==> src/rtl/tcrr_pkg.sv <==
// Shared types, constants and codes of the text console row ring.
`default_nettype none

package tcrr_pkg;

  localparam int ROWS_DEF    = 25;
  localparam int COLUMNS_DEF = 80;

  localparam logic [7:0] NEWLINE_BYTE = 8'h0A;

  typedef enum logic [1:0] {
    CMD_WRITE = 2'd0,
    CMD_READ  = 2'd1,
    CMD_CLEAR = 2'd2,
    CMD_ACK   = 2'd3
  } cmd_code_t;

  typedef enum logic [3:0] {
    ST_CLEAR,
    ST_IDLE,
    ST_ADDR,
    ST_WRITE,
    ST_READ,
    ST_ZERO_SETUP,
    ST_ZERO,
    ST_CURSOR,
    ST_RESULT
  } state_t;

  typedef struct packed {
    logic [1:0] command;
    logic [7:0] data_byte;
    logic [4:0] screen_row;
    logic [6:0] screen_col;
  } request_t;

  typedef struct packed {
    logic [7:0]  cell_char;
    logic [11:0] cursor_offset;
    logic        redraw_needed;
  } result_t;

  // Commands from the controller to the datapath.
  typedef struct packed {
    logic accept;
    logic load_addr;
    logic write_cell;
    logic zero_setup;
    logic zero_step;
    logic clear_step;
    logic read_cell;
    logic calc_vis;
    logic emit;
  } ctl_cmd_t;

  // Status from the datapath to the controller.
  typedef struct packed {
    cmd_code_t req_cmd;
    logic      wrap_full;
    logic      zero_last;
    logic      clear_last;
    logic      clear_reply;
  } ctl_stat_t;

endpackage

`default_nettype wire

==> src/rtl/tcrr_ctrl.sv <==
// Controller state machine that sequences each command through the datapath.
`default_nettype none

module tcrr_ctrl (
  input  wire logic                 clk,
  input  wire logic                 rst,
  input  wire logic                 start,
  input  wire tcrr_pkg::cmd_code_t  command,
  input  wire tcrr_pkg::ctl_stat_t  stat,
  output tcrr_pkg::ctl_cmd_t        ctl,
  output logic                      busy
);
  import tcrr_pkg::*;

  state_t state;
  state_t state_next;

  always_ff @(posedge clk) begin
    if (rst) begin
      state <= ST_CLEAR;
    end else begin
      state <= state_next;
    end
  end

  always_comb begin
    state_next = state;
    unique case (state)
      ST_CLEAR: begin
        if (stat.clear_last) begin
          state_next = stat.clear_reply ? ST_CURSOR : ST_IDLE;
        end
      end
      ST_IDLE: begin
        if (start) begin
          unique case (command)
            CMD_WRITE: state_next = ST_ADDR;
            CMD_READ:  state_next = ST_ADDR;
            CMD_CLEAR: state_next = ST_CLEAR;
            CMD_ACK:   state_next = ST_CURSOR;
            default:   state_next = ST_IDLE;
          endcase
        end
      end
      ST_ADDR: begin
        state_next = (stat.req_cmd == CMD_READ) ? ST_READ : ST_WRITE;
      end
      ST_WRITE: begin
        state_next = stat.wrap_full ? ST_ZERO_SETUP : ST_CURSOR;
      end
      ST_READ:       state_next = ST_CURSOR;
      ST_ZERO_SETUP: state_next = ST_ZERO;
      ST_ZERO: begin
        if (stat.zero_last) begin
          state_next = ST_CURSOR;
        end
      end
      ST_CURSOR: state_next = ST_RESULT;
      ST_RESULT: state_next = ST_IDLE;
      default:   state_next = ST_IDLE;
    endcase
  end

  always_comb begin
    ctl  = '0;
    busy = 1'b1;
    unique case (state)
      ST_CLEAR:      ctl.clear_step = 1'b1;
      ST_IDLE: begin
        busy       = 1'b0;
        ctl.accept = start;
      end
      ST_ADDR:       ctl.load_addr  = 1'b1;
      ST_WRITE:      ctl.write_cell = 1'b1;
      ST_READ:       ctl.read_cell  = 1'b1;
      ST_ZERO_SETUP: ctl.zero_setup = 1'b1;
      ST_ZERO:       ctl.zero_step  = 1'b1;
      ST_CURSOR:     ctl.calc_vis   = 1'b1;
      ST_RESULT:     ctl.emit       = 1'b1;
      default:       busy           = 1'b1;
    endcase
  end

endmodule

`default_nettype wire

==> config.mk <==
export PLATFORM = sky130hd
export DESIGN_NAME = tcrr_ctrl
export DESIGN_NICKNAME = d
export VERILOG_FILES = /design/src/rtl/tcrr_pkg.sv /design/src/rtl/tcrr_ctrl.sv
export SDC_FILE = /design/constraint.sdc
export NUM_CORES = 1
export LEC_CHECK = 0
export BUFFER_PORTS_ARGS = -buffer_cell sky130_fd_sc_hd__buf_2
export CAP_MARGIN = 5
export CORE_AREA = 5 5 42 44
export CTS_CLUSTER_DIAMETER = 120
export DETAILED_ROUTE_END_ITERATION = 8
export DIE_AREA = 0 0 47 49
export PLACE_DENSITY = 0.68
export SLEW_MARGIN = 20
export SYNTH_ARGS = -nofsm -noshare
export SYNTH_HDL_FRONTEND = slang
export SYNTH_SLANG_ARGS = --single-unit
==> constraint.sdc <==
create_clock -name clk -period 1.8 [get_ports clk]
set_clock_uncertainty 0.1 [all_clocks]
set_input_delay 0.36 -clock clk [delete_from_list [all_inputs] [get_ports clk]]
set_output_delay 0.36 -clock clk [all_outputs]
set_load 0.03 [all_outputs]
==> run_results.csv <==
group,metric,value,unit
logic_synthesis,synth_nets,65,
status,status,"finished, final reports clean",
detailed_routing,wl_per_cell,11.5,um
timing,rsz0062_at_grt,"false",
clocking,cts_made_buffers,3,
detailed_routing,routed-via-count,455,
pwr,p_int,0.000429,W
pwr,p_leak,0.268,nW
pwr,cellPowerDensity,1520,nW/um^2
cells_and_area,largest_reg_flops,4,
worst_setup_path,cp.required,1.34,ns
logic_synthesis,ys_top_cells_by_area,"dfxtp_1 (20%), and3_1 (7.8%), nand2_1 (7.5%)",
pwr,pwr-share-comb,63.0,%
detailed_routing,first_iter_violations,6,
worst_hold_path,min_path_type,"in -> reg",
cells_and_area,area_growth,38.8,%
pwr,swShare,49.1,%
die,io_pins,21,
cells_and_area,fin_util,39.6,%
timing,worst_pin_slew,0.369,ns
logic_synthesis,netlist_area,400,sq um
cells_and_area,final_common_cell,"buf_2",
worst_setup_path,worstPathBufferInverterCount,2,
worst_setup_path,cp_max_fo,11,
detailed_routing,via_per_inst,4.95,
clocking,clockRootBuffer,"clkbuf_4",
cells_and_area,fin_nets,89,
detailed_routing,drtPass1Iterations,4,
die,fp.dieW,47,um
global_route,grt_util_met3,3.69,%
timing,fin_crit_sh,95.0,%
global_route,overflow,0,
global_route,use_met1,13.6,%
cells_and_area,top_register,"state",
global_route,grt_use_met2,14.7,%
cells_and_area,reg_top3,"state (4)",
die,dieArea,2300,sq um
timing,setup_violations,0,
worst_setup_path,path_depth,3,
global_route,grt_pass1_vias,408,
worst_setup_path,crit_chain,"buf_4 > nor4_2 > buf_2",
detailed_routing,wl,1060,um
die,die_h,49,um
pwr,vdd_drop_max,0.510,mV
placement,dpl-instance-area,522,sq um
die,rows,14,
logic_synthesis,synth.distinct_cells,26,
timing,setup_tns,0,ns
worst_setup_path,cp_data_arrival_time,1.25,ns
worst_hold_path,hold_path_depth,2,
pwr,seqPwrFrac,23.8,%
cells_and_area,drive_above_1_share,51.3,%
timing,slew-limit-headroom,75.4,%
clocking,cts_sinks,4,
logic_synthesis,synthCells,54,
logic_synthesis,syn_avg_cell_area,7.41,sq um
logic_synthesis,ys_ff_latch,4,
pwr,p_total,0.000842,W
logic_synthesis,yosysWarningCount,0,
placement,io_buffer_count,20,
timing,min_period,1.71,ns
placement,dpl.hpwl,828,um
logic_synthesis,yosys.area.top_type_share,20.0,%
cells_and_area,antennaDiodeCount,0,
clocking,cts.clk_slew.worst_paths,0.04,ns
clocking,insertion_delay,0.24,ns
timing,fmax,0.585,GHz
clocking,tritoncts,"yes",
cells_and_area,n_fill_cell,162,
worst_setup_path,cp_slowest_cell,"dfxtp_2",
worst_setup_path,critical_path_class,"reg -> out",
pwr,p_sw,0.000413,W
placement,gp_congestion,0.698,
global_route,track_usage,10.3,%
worst_setup_path,cp-start-kind,"flip-flop",
clocking,cts_max_path_buffers,2,
clocking,cts_max_level,1,
global_route,gr-max-usage-layer,"met2",
timing,slew_violations,0,
cells_and_area,design_area,556,sq um
logic_synthesis,yosysSeqAreaShare,20.0,%
logic_synthesis,synth_area_leader_cell,"dfxtp_1",
worst_setup_path,cp-end-kind,"primary output",
cells_and_area,final_cell_mix,"buf_2 (20), nand2_1 (8), nor2_1 (6), and3_1 (5)",
detailed_routing,drc,0,
run,maxCapViolations,0,
timing,fin_hold_ws,0.251,ns
clocking,post_cts_buffers,0,
worst_setup_path,reg2reg_depth,5,
global_route,grt_pass1_wl,1770,um
timing,timing_hold_violations_final,0,
die,core-area,1400,sq um
global_route,antenna_found_initial,0,
die,start_util,28.6,%
worst_setup_path,critPathMaxStageDelay,0.37,ns
pwr,p_clk_share,13.2,%
detailed_routing,antenna_left,0,
global_route,grt_max_degree,12,
worst_setup_path,cp_top_family,"buffers and inverters",
-- final timing paths --
kind | slack [ns] | from | to
min | 0.25 | rst | state[3]
max reg2reg | 0.31 | state[2] | state[2]
max | 0.09 | state[2] | ctl[3]
min reg2reg | 0.62 | state[0] | state[0]
-- cell usage after synthesis, drive strengths merged --
library cell and count:
nand2 8, a31o 2, and2b 1, and3 5, nand2b 3, dfxtp 4
buf 3, nor2b 2, nor4 2, inv 2, o211ai 2, a2bb2oi 1
nor4b 1, o21ai 2, nor2 7, and2 2, a31oi 1, o21a 1
a21oi 3, or3 1, o31a 1
-- worst register-to-register path: stages, from the launching register on --
cell     delay, ns
dfxtp_2       0.37
buf_4         0.17
or3_1         0.38
o21ai_2       0.08
a21oi_2       0.09
a31o_1        0.20
-- area by class of cell --
class | count | area (sq um) | share of cell area (%)
Inverter | 2 | 7.51 | 1.35
Multi-Input combinational cell | 45 | 304 | 54.7
Sequential cell | 4 | 86.3 | 15.5
Clock buffer | 3 | 22.5 | 4.05
Tap cell | 16 | 20.0 | 3.60
Timing Repair Buffer | 22 | 115 | 20.7
-- per-layer routing --
| metal | part of all wire, % | vias up |
|---|---|---|
| met5 | 0 | - |
| met4 | 0 | 0 |
| met3 | 7.6 | 0 |
| met2 | 51 | 16 |
| met1 | 41 | 201 |
| li1 | - | 238 |
-- power groups by stage --
stage	Combinational (W)	Clock, W	Sequential (W)
after global routing	0.000587	0.000121	0.000209
after detailed placement	0.000527	0	0.000191
after global placement	0.000522	0	0.000188
after CTS	0.000530	0.000114	0.000192
after floorplan	0.000452	0	0.000145
final	0.000530	0.000111	0.000200
-- cells by family (layout without fill, tap and decap cells) --
logic type,after synthesis,count (layout),synth area share [%]
compound gates,13,13,27.8
flops,4,4,20.0
buf+inv,5,27,6.87
simple gates,32,32,45.3
-- per-stage QoR --
stage | std cells | setup WS, ns
after global placement | 89 | 0.224
after floorplan | 54 | 0.145
after detailed placement | 89 | 0.226
after CTS | 92 | 0.0131
final | 92 | 0.0896
after global routing | 92 | 0.00373
-- repair_timing --
| action | CTS | global route |
|---|---|---|
| hold buffers | 0 | 0 |
| resized for setup | 2 | 4 |
| setup endpoints to repair | 4 | 7 |
| hold endpoints to repair | 0 | 0 |
| cloned | 0 | 0 |
No activity file was read; power rests on OpenSTA's default activity.
